==> src/design/bdl_pkg.sv <==
package bdl_pkg;

  localparam int CapacityDef   = 32;
  localparam int ValueWidthDef = 32;

  localparam logic [2:0] ACT_INS_FRONT = 3'd0;
  localparam logic [2:0] ACT_INS_AFTER = 3'd1;
  localparam logic [2:0] ACT_INS_BACK  = 3'd2;
  localparam logic [2:0] ACT_DEL_FRONT = 3'd3;
  localparam logic [2:0] ACT_DEL_POS   = 3'd4;
  localparam logic [2:0] ACT_DEL_BACK  = 3'd5;
  localparam logic [2:0] ACT_TRAVERSE  = 3'd6;
  localparam logic [2:0] ACT_NONE      = 3'd7;

  localparam logic [2:0] ST_OK     = 3'd0;
  localparam logic [2:0] ST_BADPOS = 3'd1;
  localparam logic [2:0] ST_RANGE  = 3'd2;
  localparam logic [2:0] ST_EMPTY  = 3'd3;
  localparam logic [2:0] ST_FULL   = 3'd4;

  typedef struct packed {
    logic [2:0]         action;
    logic signed [31:0] value;
    logic [5:0]         position;
  } req_t;

  typedef struct packed {
    logic [2:0]         status;
    logic signed [31:0] item_value;
    logic               last;
    logic [5:0]         element_count;
  } rsp_t;

  typedef struct packed {
    logic accept;
    logic walk_step;
    logic walk_done_ins;
    logic link1;
    logic link2;
    logic unlink;
    logic emit_single;
    logic emit_trav;
  } dp_cmd_t;

  typedef struct packed {
    logic [2:0] chk_status;
    logic       walk_hit;
    logic       trav_last;
    logic       out_free;
  } dp_sts_t;

endpackage

==> src/design/bdl_ram.sv <==
module bdl_ram #(
  parameter int Width = 8,
  parameter int Depth = 32
) (
  input  logic                     clk_i,
  input  logic                     we_i,
  input  logic [$clog2(Depth)-1:0] waddr_i,
  input  logic [Width-1:0]         wdata_i,
  input  logic [$clog2(Depth)-1:0] raddr_i,
  output logic [Width-1:0]         rdata_o
);

  logic [Width-1:0] mem_q [Depth];
  logic [Width-1:0] rdata_q;

  always_ff @(posedge clk_i) begin
    if (we_i) begin
      mem_q[waddr_i] <= wdata_i;
    end
    rdata_q <= mem_q[raddr_i];
  end

  assign rdata_o = rdata_q;

endmodule

==> src/design/bdl_ctrl.sv <==
module bdl_ctrl
  import bdl_pkg::*;
(
  input  logic       clk_i,
  input  logic       rst_ni,
  input  logic       in_valid_i,
  input  logic [2:0] action_i,
  input  dp_sts_t    sts_i,
  output logic       in_stall_o,
  output dp_cmd_t    cmd_o
);

  localparam logic [2:0] S_IDLE   = 3'd0;
  localparam logic [2:0] S_WALK   = 3'd1;
  localparam logic [2:0] S_LINK1  = 3'd2;
  localparam logic [2:0] S_LINK2  = 3'd3;
  localparam logic [2:0] S_UNLINK = 3'd4;
  localparam logic [2:0] S_EMIT   = 3'd5;
  localparam logic [2:0] S_TRAV   = 3'd6;

  logic [2:0] state_q, state_d;
  logic [2:0] act_q, act_d;

  assign in_stall_o = (state_q != S_IDLE);

  always_comb begin
    state_d = state_q;
    act_d   = act_q;
    cmd_o   = '0;
    case (state_q)
      S_IDLE: begin
        if (in_valid_i) begin
          cmd_o.accept = 1'b1;
          act_d        = action_i;
          if (sts_i.chk_status != ST_OK || action_i == ACT_NONE) begin
            state_d = S_EMIT;
          end else begin
            case (action_i)
              ACT_INS_FRONT, ACT_INS_BACK: state_d = S_LINK1;
              ACT_INS_AFTER, ACT_DEL_POS:  state_d = S_WALK;
              ACT_DEL_FRONT, ACT_DEL_BACK: state_d = S_UNLINK;
              ACT_TRAVERSE:                state_d = S_TRAV;
              default:                     state_d = S_EMIT;
            endcase
          end
        end
      end
      S_WALK: begin
        if (sts_i.walk_hit) begin
          if (act_q == ACT_INS_AFTER) begin
            cmd_o.walk_done_ins = 1'b1;
            state_d             = S_LINK1;
          end else begin
            state_d = S_UNLINK;
          end
        end else begin
          cmd_o.walk_step = 1'b1;
        end
      end
      S_LINK1: begin
        cmd_o.link1 = 1'b1;
        state_d     = S_LINK2;
      end
      S_LINK2: begin
        cmd_o.link2 = 1'b1;
        state_d     = S_EMIT;
      end
      S_UNLINK: begin
        cmd_o.unlink = 1'b1;
        state_d      = S_EMIT;
      end
      S_EMIT: begin
        if (sts_i.out_free) begin
          cmd_o.emit_single = 1'b1;
          state_d           = S_IDLE;
        end
      end
      S_TRAV: begin
        if (sts_i.out_free) begin
          cmd_o.emit_trav = 1'b1;
          if (sts_i.trav_last) begin
            state_d = S_IDLE;
          end
        end
      end
      default: state_d = S_IDLE;
    endcase
  end

  always_ff @(posedge clk_i or negedge rst_ni) begin
    if (!rst_ni) begin
      state_q <= S_IDLE;
      act_q   <= ACT_NONE;
    end else begin
      state_q <= state_d;
      act_q   <= act_d;
    end
  end

endmodule

==> src/design/bdl_datapath.sv <==
module bdl_datapath
  import bdl_pkg::*;
#(
  parameter int CAPACITY    = CapacityDef,
  parameter int VALUE_WIDTH = ValueWidthDef
) (
  input  logic    clk_i,
  input  logic    rst_ni,
  input  req_t    in_data_i,
  input  dp_cmd_t cmd_i,
  output dp_sts_t sts_o,
  output logic    out_valid_o,
  input  logic    out_stall_i,
  output rsp_t    out_data_o
);

  localparam int IW = $clog2(CAPACITY);
  localparam int LW = $clog2(CAPACITY + 1);
  localparam logic [LW-1:0] NulLink = LW'(CAPACITY);
  localparam logic [LW-1:0] CapCount = LW'(CAPACITY);

  logic [LW-1:0] head_q, head_d, tail_q, tail_d;
  logic [LW-1:0] cur_q, cur_d;
  logic [LW-1:0] bef_q, bef_d, aft_q, aft_d;
  logic [LW-1:0] count_q, count_d;
  logic [LW-1:0] k_q, k_d;
  logic [IW-1:0] node_q;
  logic [2:0]    status_q;
  logic [5:0]    pos_q;
  logic [VALUE_WIDTH-1:0] value_q;
  logic [CAPACITY-1:0] fs_vld_q;
  logic [IW-1:0] fs_raddr_q;
  logic          fs_rvld_q;
  logic          out_valid_q;
  rsp_t          out_q;

  logic [VALUE_WIDTH-1:0] val_rd;
  logic [LW-1:0] nxt_rd, prv_rd;
  logic [IW-1:0] fs_rd, fs_out, fs_raddr;
  logic [IW-1:0] rd_addr;

  logic          nxt_we, prv_we, fs_we;
  logic [IW-1:0] nxt_waddr, prv_waddr, fs_waddr;
  logic [LW-1:0] nxt_wdata, prv_wdata;
  logic [LW-1:0] count_m1;

  logic full, empty;
  logic [2:0] chk;

  assign full     = (count_q == CapCount);
  assign empty    = (count_q == '0);
  assign count_m1 = count_q - LW'(1);

  always_comb begin
    chk = ST_OK;
    case (in_data_i.action)
      ACT_INS_FRONT, ACT_INS_BACK: chk = full ? ST_FULL : ST_OK;
      ACT_INS_AFTER: begin
        if (in_data_i.position == '0) chk = ST_BADPOS;
        else if (8'(in_data_i.position) > 8'(count_q)) chk = ST_RANGE;
        else if (full) chk = ST_FULL;
      end
      ACT_DEL_FRONT, ACT_DEL_BACK, ACT_TRAVERSE: chk = empty ? ST_EMPTY : ST_OK;
      ACT_DEL_POS: begin
        if (in_data_i.position == '0) chk = ST_BADPOS;
        else if (empty) chk = ST_EMPTY;
        else if (8'(in_data_i.position) > 8'(count_q)) chk = ST_RANGE;
      end
      default: chk = ST_OK;
    endcase
  end

  assign sts_o.chk_status = chk;
  assign sts_o.walk_hit   = (8'(k_q) == 8'(pos_q));
  assign sts_o.trav_last  = (8'(k_q) == 8'(count_q));
  assign sts_o.out_free   = !out_valid_q || !out_stall_i;

  assign fs_raddr = full ? '0 : count_q[IW-1:0];
  assign fs_out   = fs_rvld_q ? fs_rd : fs_raddr_q;

  always_comb begin
    cur_d = cur_q;
    if (cmd_i.accept) begin
      cur_d = (in_data_i.action == ACT_DEL_BACK) ? tail_q : head_q;
    end else if (cmd_i.walk_step || cmd_i.emit_trav) begin
      cur_d = nxt_rd;
    end
  end
  assign rd_addr = cur_d[IW-1:0];

  always_comb begin
    bef_d = bef_q;
    aft_d = aft_q;
    if (cmd_i.accept) begin
      if (in_data_i.action == ACT_INS_FRONT) begin
        bef_d = NulLink;
        aft_d = head_q;
      end else begin
        bef_d = tail_q;
        aft_d = NulLink;
      end
    end else if (cmd_i.walk_done_ins) begin
      bef_d = cur_q;
      aft_d = nxt_rd;
    end
  end

  always_comb begin
    k_d = k_q;
    if (cmd_i.accept) k_d = LW'(1);
    else if (cmd_i.walk_step || cmd_i.emit_trav) k_d = k_q + LW'(1);
  end

  always_comb begin
    nxt_we    = 1'b0;
    nxt_waddr = fs_out;
    nxt_wdata = aft_q;
    prv_we    = 1'b0;
    prv_waddr = fs_out;
    prv_wdata = bef_q;
    head_d    = head_q;
    tail_d    = tail_q;
    count_d   = count_q;
    fs_we     = 1'b0;
    fs_waddr  = count_m1[IW-1:0];
    if (cmd_i.link1) begin
      nxt_we = 1'b1;
      prv_we = 1'b1;
    end else if (cmd_i.link2) begin
      nxt_waddr = bef_q[IW-1:0];
      nxt_wdata = LW'(node_q);
      prv_waddr = aft_q[IW-1:0];
      prv_wdata = LW'(node_q);
      if (bef_q != NulLink) nxt_we = 1'b1;
      else head_d = LW'(node_q);
      if (aft_q != NulLink) prv_we = 1'b1;
      else tail_d = LW'(node_q);
      count_d = count_q + LW'(1);
    end else if (cmd_i.unlink) begin
      nxt_waddr = prv_rd[IW-1:0];
      nxt_wdata = nxt_rd;
      prv_waddr = nxt_rd[IW-1:0];
      prv_wdata = prv_rd;
      if (prv_rd != NulLink) nxt_we = 1'b1;
      else head_d = nxt_rd;
      if (nxt_rd != NulLink) prv_we = 1'b1;
      else tail_d = prv_rd;
      count_d = count_m1;
      fs_we   = 1'b1;
    end
  end

  bdl_ram #(.Width(VALUE_WIDTH), .Depth(CAPACITY)) u_val_ram (
    .clk_i   (clk_i),
    .we_i    (cmd_i.link1),
    .waddr_i (fs_out),
    .wdata_i (value_q),
    .raddr_i (rd_addr),
    .rdata_o (val_rd)
  );

  bdl_ram #(.Width(LW), .Depth(CAPACITY)) u_nxt_ram (
    .clk_i   (clk_i),
    .we_i    (nxt_we),
    .waddr_i (nxt_waddr),
    .wdata_i (nxt_wdata),
    .raddr_i (rd_addr),
    .rdata_o (nxt_rd)
  );

  bdl_ram #(.Width(LW), .Depth(CAPACITY)) u_prv_ram (
    .clk_i   (clk_i),
    .we_i    (prv_we),
    .waddr_i (prv_waddr),
    .wdata_i (prv_wdata),
    .raddr_i (rd_addr),
    .rdata_o (prv_rd)
  );

  bdl_ram #(.Width(IW), .Depth(CAPACITY)) u_fs_ram (
    .clk_i   (clk_i),
    .we_i    (fs_we),
    .waddr_i (fs_waddr),
    .wdata_i (cur_q[IW-1:0]),
    .raddr_i (fs_raddr),
    .rdata_o (fs_rd)
  );

  always_ff @(posedge clk_i or negedge rst_ni) begin
    if (!rst_ni) begin
      head_q      <= NulLink;
      tail_q      <= NulLink;
      count_q     <= '0;
      fs_vld_q    <= '0;
      fs_rvld_q   <= 1'b0;
      out_valid_q <= 1'b0;
    end else begin
      head_q    <= head_d;
      tail_q    <= tail_d;
      count_q   <= count_d;
      fs_rvld_q <= fs_vld_q[fs_raddr];
      if (fs_we) fs_vld_q[fs_waddr] <= 1'b1;
      if (cmd_i.emit_single || cmd_i.emit_trav) out_valid_q <= 1'b1;
      else if (!out_stall_i) out_valid_q <= 1'b0;
    end
  end

  always_ff @(posedge clk_i) begin
    cur_q      <= cur_d;
    bef_q      <= bef_d;
    aft_q      <= aft_d;
    k_q        <= k_d;
    fs_raddr_q <= fs_raddr;
    if (cmd_i.accept) begin
      status_q <= chk;
      pos_q    <= in_data_i.position;
      value_q  <= VALUE_WIDTH'(in_data_i.value);
    end
    if (cmd_i.link1) node_q <= fs_out;
    if (cmd_i.emit_single) begin
      out_q.status        <= status_q;
      out_q.item_value    <= '0;
      out_q.last          <= 1'b1;
      out_q.element_count <= 6'(count_q);
    end else if (cmd_i.emit_trav) begin
      out_q.status        <= ST_OK;
      out_q.item_value    <= $signed(32'(val_rd));
      out_q.last          <= sts_o.trav_last;
      out_q.element_count <= 6'(count_q);
    end
  end

  assign out_valid_o = out_valid_q;
  assign out_data_o  = out_q;

endmodule

==> src/design/bounded_doubly_linked_list_unit.sv <==
// Steps from accept to result: a rejected or ignored request goes straight to the emit state; a front
// or back delete unlinks, then emits; a front or back insert links in two steps, then emits; delete-at
// and insert-after first walk to the position, reading one link per cycle; traverse emits its values.
// Throughput: one request at a time; the next is accepted once the controller is idle again after the
// last result; traverse emits one transfer per cycle while the output is not stalled.
// A stalled output holds the result. Reset: asynchronous, active low; list empty, all nodes free.
module bounded_doubly_linked_list_unit
  import bdl_pkg::*;
#(
  parameter int CAPACITY    = CapacityDef,
  parameter int VALUE_WIDTH = ValueWidthDef
) (
  input  logic clk_i,
  input  logic rst_ni,
  input  logic in_valid_i,
  output logic in_stall_o,
  input  req_t in_data_i,
  output logic out_valid_o,
  input  logic out_stall_i,
  output rsp_t out_data_o
);

  dp_cmd_t cmd;
  dp_sts_t sts;

  bdl_ctrl u_ctrl (
    .clk_i      (clk_i),
    .rst_ni     (rst_ni),
    .in_valid_i (in_valid_i),
    .action_i   (in_data_i.action),
    .sts_i      (sts),
    .in_stall_o (in_stall_o),
    .cmd_o      (cmd)
  );

  bdl_datapath #(
    .CAPACITY    (CAPACITY),
    .VALUE_WIDTH (VALUE_WIDTH)
  ) u_datapath (
    .clk_i       (clk_i),
    .rst_ni      (rst_ni),
    .in_data_i   (in_data_i),
    .cmd_i       (cmd),
    .sts_o       (sts),
    .out_valid_o (out_valid_o),
    .out_stall_i (out_stall_i),
    .out_data_o  (out_data_o)
  );

endmodule
==> config.mk <==
export PLATFORM = sky130hd
export DESIGN_NAME = bounded_doubly_linked_list_unit
export DESIGN_NICKNAME = d
export VERILOG_FILES = /design/src/design/bdl_pkg.sv /design/src/design/bdl_ram.sv /design/src/design/bdl_ctrl.sv /design/src/design/bdl_datapath.sv /design/src/design/bounded_doubly_linked_list_unit.sv
export SDC_FILE = /design/constraint.sdc
export NUM_CORES = 2
export LEC_CHECK = 0
export BUFFER_PORTS_ARGS = -buffer_cell sky130_fd_sc_hd__buf_2
export CAP_MARGIN = 20
export CORE_MARGIN = 4
export CORE_UTILIZATION = 48
export DETAILED_ROUTE_END_ITERATION = 10
export SYNTH_ARGS = -nofsm -noshare
export SYNTH_HDL_FRONTEND = slang
export SYNTH_HIERARCHICAL = 1
export SYNTH_SLANG_ARGS = --single-unit
==> constraint.sdc <==
create_clock -name clk_i -period 5.4 [get_ports clk_i]
set_clock_uncertainty 0.05 [all_clocks]
set_input_delay 1.35 -clock clk_i [delete_from_list [all_inputs] [get_ports clk_i]]
set_output_delay 1.35 -clock clk_i [all_outputs]
set_load 0.05 [all_outputs]
==> metrics.md <==
| Metric | Value |
|---|---|
| Gate Count Post-Synth | around 4.0k |
| Clock Power Share | between 20% and 30% |
| RSZ-0062 raised after global routing | false |
| Drc violations | 0 |
| Worst slew pin tran | 1.12 ns |
| PwrDens | 621 nW/um^2 |
| Slew headroom | 24.8% |
| CTS root buf | clkbuf_16 |
| Unique masters post-synth | 77 |
| Asr flop ratio synth | 3.24% |
| Mean Syn Cell Area | between 15 and 20 sq um |
| Switch share | 35.3% |
| Critical-path maximum fanout | 15 |
| Row count | 140 |
| Routed wire length | 175,000 um |
| Die area | ~150,000 sq um |
| Synth warn | 6 |
| Worst Path Required | 5.78 ns |
| Slew Viols, Final | 0 |
| Lkg Pwr | 27.1 nW |
| Synth top area share | 69.9% |
| Worst Hold Class | reg2reg |
| Area occupied by multi-input gates | 16,800 sq um |
| Post-DP HPWL | 106,000 um |
| Setup TNS | 0 ns |
| Clock Latency Late Sink | 0.82 ns |
| Number of port buffers | 88 |
| Routability cong. | 0.802 |
| 1st-iter DRT viols | ~3.6k |
| Critical Path End Type | register |
| Core Box Area | approximately 150,000 sq um |
| FF+latch count, synth | 1,792 |
| FF+latch area | 52,500 sq um |
| Psw | about 18 mW |
| Max-cap check violation count | 0 |
| Total Power | 49.7 mW |
| Die X | 391 um |
| Nets | 4,223 |
| Die height | roughly 390 um |
| Clock transition at path regs | 0.06 ns |
| CTS HTree Levels | 4 |
| I/O pin total | 89 |
| Post-Syn Area | 70,300 sq um |
| Dominant synthesized flop cell | edfxtp_1 |
| Comb power frac | about 40% |
| Via/cell ratio | approximately 6 |
| Postcts setup bufs | 0 |
| Synth area leaders | edfxtp_1 (70%), mux2i_1 (8.0%), mux4_2 (5.4%) |
| Vias in the first global route | 36.8k |
| ANT nets after route | 0 |
| Syn_nets | 4,008 |
| First-pass GRT wire length | 256,000 um |
| Syn-to-layout area delta | 14.0% |
| Total gr overflow | 0 |
| Drt first pass iters | 5 |
| Period utilisation layout | between 80% and 90% |
| CTS Buffer Depth | 3 |
| Setup violations, final | 0 |
| Internal Power | 32.2 mW |
| TritonCTS Buffers | 181 |
| Worst Path Arrival | between 4 and 5 ns |
| Layout Cells excl Fill | 6,246 |
| Hold_buf cts | 0 |
| Largest net degree at the start of global routing | 111 |
| Nature of the critical path startpoint | register |
| Initial antenna violation count | 21 |
| Filler cells | 11.2k |
| Clock Sinks | roughly 1.8k |
| Min Tclk post-route | 4.44 ns |
| Max VDD drop | 0.514 mV |
| Cts repair resizes | 0 |
| Endpoints failing hold | 0 |
| Vias post-DR | 36.9k |
| # placed instances | 5,887 |
| Synth area leader | edfxtp_1 |
| Layout cell share with drive strength beyond 1 | 18.9% |
| Post-synth EDFFs | roughly 1.6k |
| Post-synthesis sequential area ratio | 74.8% |
| Outcome | complete, no violations |
| CTS tree | yes |
| Fmax | 225 MHz |
| Seq pwr share | 35.0% |
| DR WL/cell | 28.0 um |
| Total GRT Usage | 22.9% |
| Crit path kind | reg2reg |
| Initial Util | 48.3% |
-- power by group through the flow --
| stage | logic, mW | clock network (mW) | registers, mW |
|---|---|---|---|
| floorplan | 13.6 | 0 | 17.5 |
| global placement | 19.4 | 0 | 17.8 |
| detailed placement | 19.6 | 0 | 17.8 |
| CTS | 19.7 | 12.8 | 17.5 |
| global route | 21.1 | 13.4 | 17.5 |
| finish | 19.8 | 12.5 | 17.4 |
-- layer usage --
metal / GRT usage, % / up-vias / wire, um
li1: - / 16100 / -
met2: 35.8 / 1309 / 81800
met5: 0 / - / 27
met1: 34.0 / 19300 / 78600
met3: 3.73 / 233 / 11100
met4: 5.53 / 4 / 3410
-- critical path, cell delays in order (launching register included) --
cell	delay [ns]
dfrtp_1	0.58
nor3b_2	0.91
nor2b_1	0.42
buf_4	0.29
a22oi_1	0.15
o21ai_0	0.38
or3b_2	0.65
nor2_1	0.63
-- cell families (layout without fill, tap and decap cells) --
| kind of cell | after synthesis | after routing | share of synthesized area [%] |
|---|---|---|---|
| AO/OA/AOI/OAI | 477 | 477 | 4.56 |
| XOR/XNOR | 26 | 26 | 0.335 |
| adder cells (fa/ha/maj) | 13 | 13 | 0.228 |
| buffers and inverters | 247 | 623 | 1.88 |
| flip-flops | 1792 | 1792 | 74.8 |
| multiplexers | 766 | 766 | 14.0 |
| other | 0 | 2 | 0 |
| AND/OR/NAND/NOR | 630 | 630 | 4.26 |
-- cells in the mapped netlist (4+ instances only) --
| master | count |
|---|---|
| edfxtp_1 | 1636 |
| mux2i_1 | 561 |
| nor2_1 | 199 |
| mux4_2 | 170 |
| nand2_1 | 148 |
| a21oi_1 | 132 |
| a22oi_1 | 114 |
| nand3_1 | 107 |
| clkbuf_1 | 100 |
| dfxtp_1 | 98 |
| a22o_1 | 66 |
| o21ai_0 | 59 |
| dfrtp_1 | 53 |
| nor3_1 | 52 |
| buf_2 | 42 |
| mux2_2 | 35 |
| a31oi_1 | 33 |
| buf_4 | 33 |
| a21o_1 | 29 |
| inv_1 | 28 |
| buf_6 | 25 |
| nand3b_1 | 24 |
| nor2b_1 | 20 |
| xnor2_1 | 17 |
| buf_1 | 13 |
| ha_1 | 12 |
| or3b_2 | 12 |
| or3_1 | 11 |
| nand2b_1 | 10 |
| o21bai_1 | 9 |
| and2_1 | 8 |
| xor2_1 | 8 |
| nand4_1 | 6 |
| o31ai_1 | 6 |
| dfstp_2 | 5 |
| nor3b_1 | 4 |
| nor4_1 | 4 |
| or2_2 | 4 |
-- worst paths after layout --
path	start	endpoint	slack, ns	depth (start not counted)
worst min-delay path	u_datapath/fs_vld_q[12]$_DFFE_PN0P_	u_datapath/fs_vld_q[12]$_DFFE_PN0P_	0.40	1
max in group asynchronous	rst_ni	u_ctrl/act_q[2]$_DFFE_PN1P_	3.77	2
worst min register to register	u_datapath/fs_vld_q[12]$_DFFE_PN0P_	u_datapath/fs_vld_q[12]$_DFFE_PN0P_	0.40	1
worst max-delay path	u_ctrl/state_q[1]$_DFFE_PN0P_	u_datapath/u_nxt_ram/mem_q[17][0]$_DFFE_PP_	0.96	7
min in group asynchronous	rst_ni	u_datapath/fs_vld_q[21]$_DFFE_PN0P_	0.55	1
worst max register to register	u_ctrl/state_q[1]$_DFFE_PN0P_	u_datapath/u_nxt_ram/mem_q[17][0]$_DFFE_PP_	0.96	7
-- layout make-up --
cell class	instances	area share (%)
sequential	1792	65.6
multi-input combinational	1912	21.0
clock buffer	250	6.18
tap	1917	2.99
timing repair buffer	250	2.86
clock inverter	94	1.29
inverter	29	0.136
antenna	2	0.00624
-- flip-flops by register name (all words and copies together), names as in the netlist, 32 cells and up --
signal                        flops
u_datapath/fs_vld_q              32
u_datapath/out_data_o            42
u_datapath/u_fs_ram/mem_q       160
u_datapath/u_nxt_ram/mem_q      192
u_datapath/u_prv_ram/mem_q      192
u_datapath/u_val_ram/mem_q     1024
u_datapath/u_val_ram/rdata_o     32
u_datapath/value_q               32
-- per-stage QoR --
step	util, %	hold WS [ns]	worst slack [ns]	instance area (sq um)
2_1_floorplan	-	0.370	0.613	70300
3_3_place_gp	50.7	0.380	0.548	73800
3_5_place_dp	50.8	0.388	0.539	73900
4_1_cts	54.9	0.401	0.978	79900
5_1_grt	55.1	0.421	0.702	80100
6_report	55.1	0.402	0.957	80100
-- layout by cell type, fill, tap and decap left out, types with 19 or more instances in the layout --
| master | n |
|---|---|
| clkbuf_1 | 54 |
| dfxtp_1 | 98 |
| nor3_1 | 52 |
| buf_4 | 113 |
| nand3b_1 | 24 |
| clkbuf_16 | 182 |
| clkinv_2 | 32 |
| inv_1 | 28 |
| nor2_1 | 166 |
| mux4_2 | 170 |
| a22o_1 | 66 |
| a21o_1 | 29 |
| mux2_2 | 35 |
| nand3_1 | 107 |
| nand2_1 | 147 |
| a22oi_1 | 114 |
| a31oi_1 | 33 |
| clkinv_1 | 25 |
| dfrtp_1 | 52 |
| buf_12 | 35 |
| o21ai_0 | 47 |
| edfxtp_1 | 1636 |
| buf_2 | 88 |
| mux2i_1 | 561 |
| nor2_4 | 34 |
| nor2b_1 | 19 |
| a21oi_1 | 127 |
No activity file was read; power rests on OpenSTA's default activity.
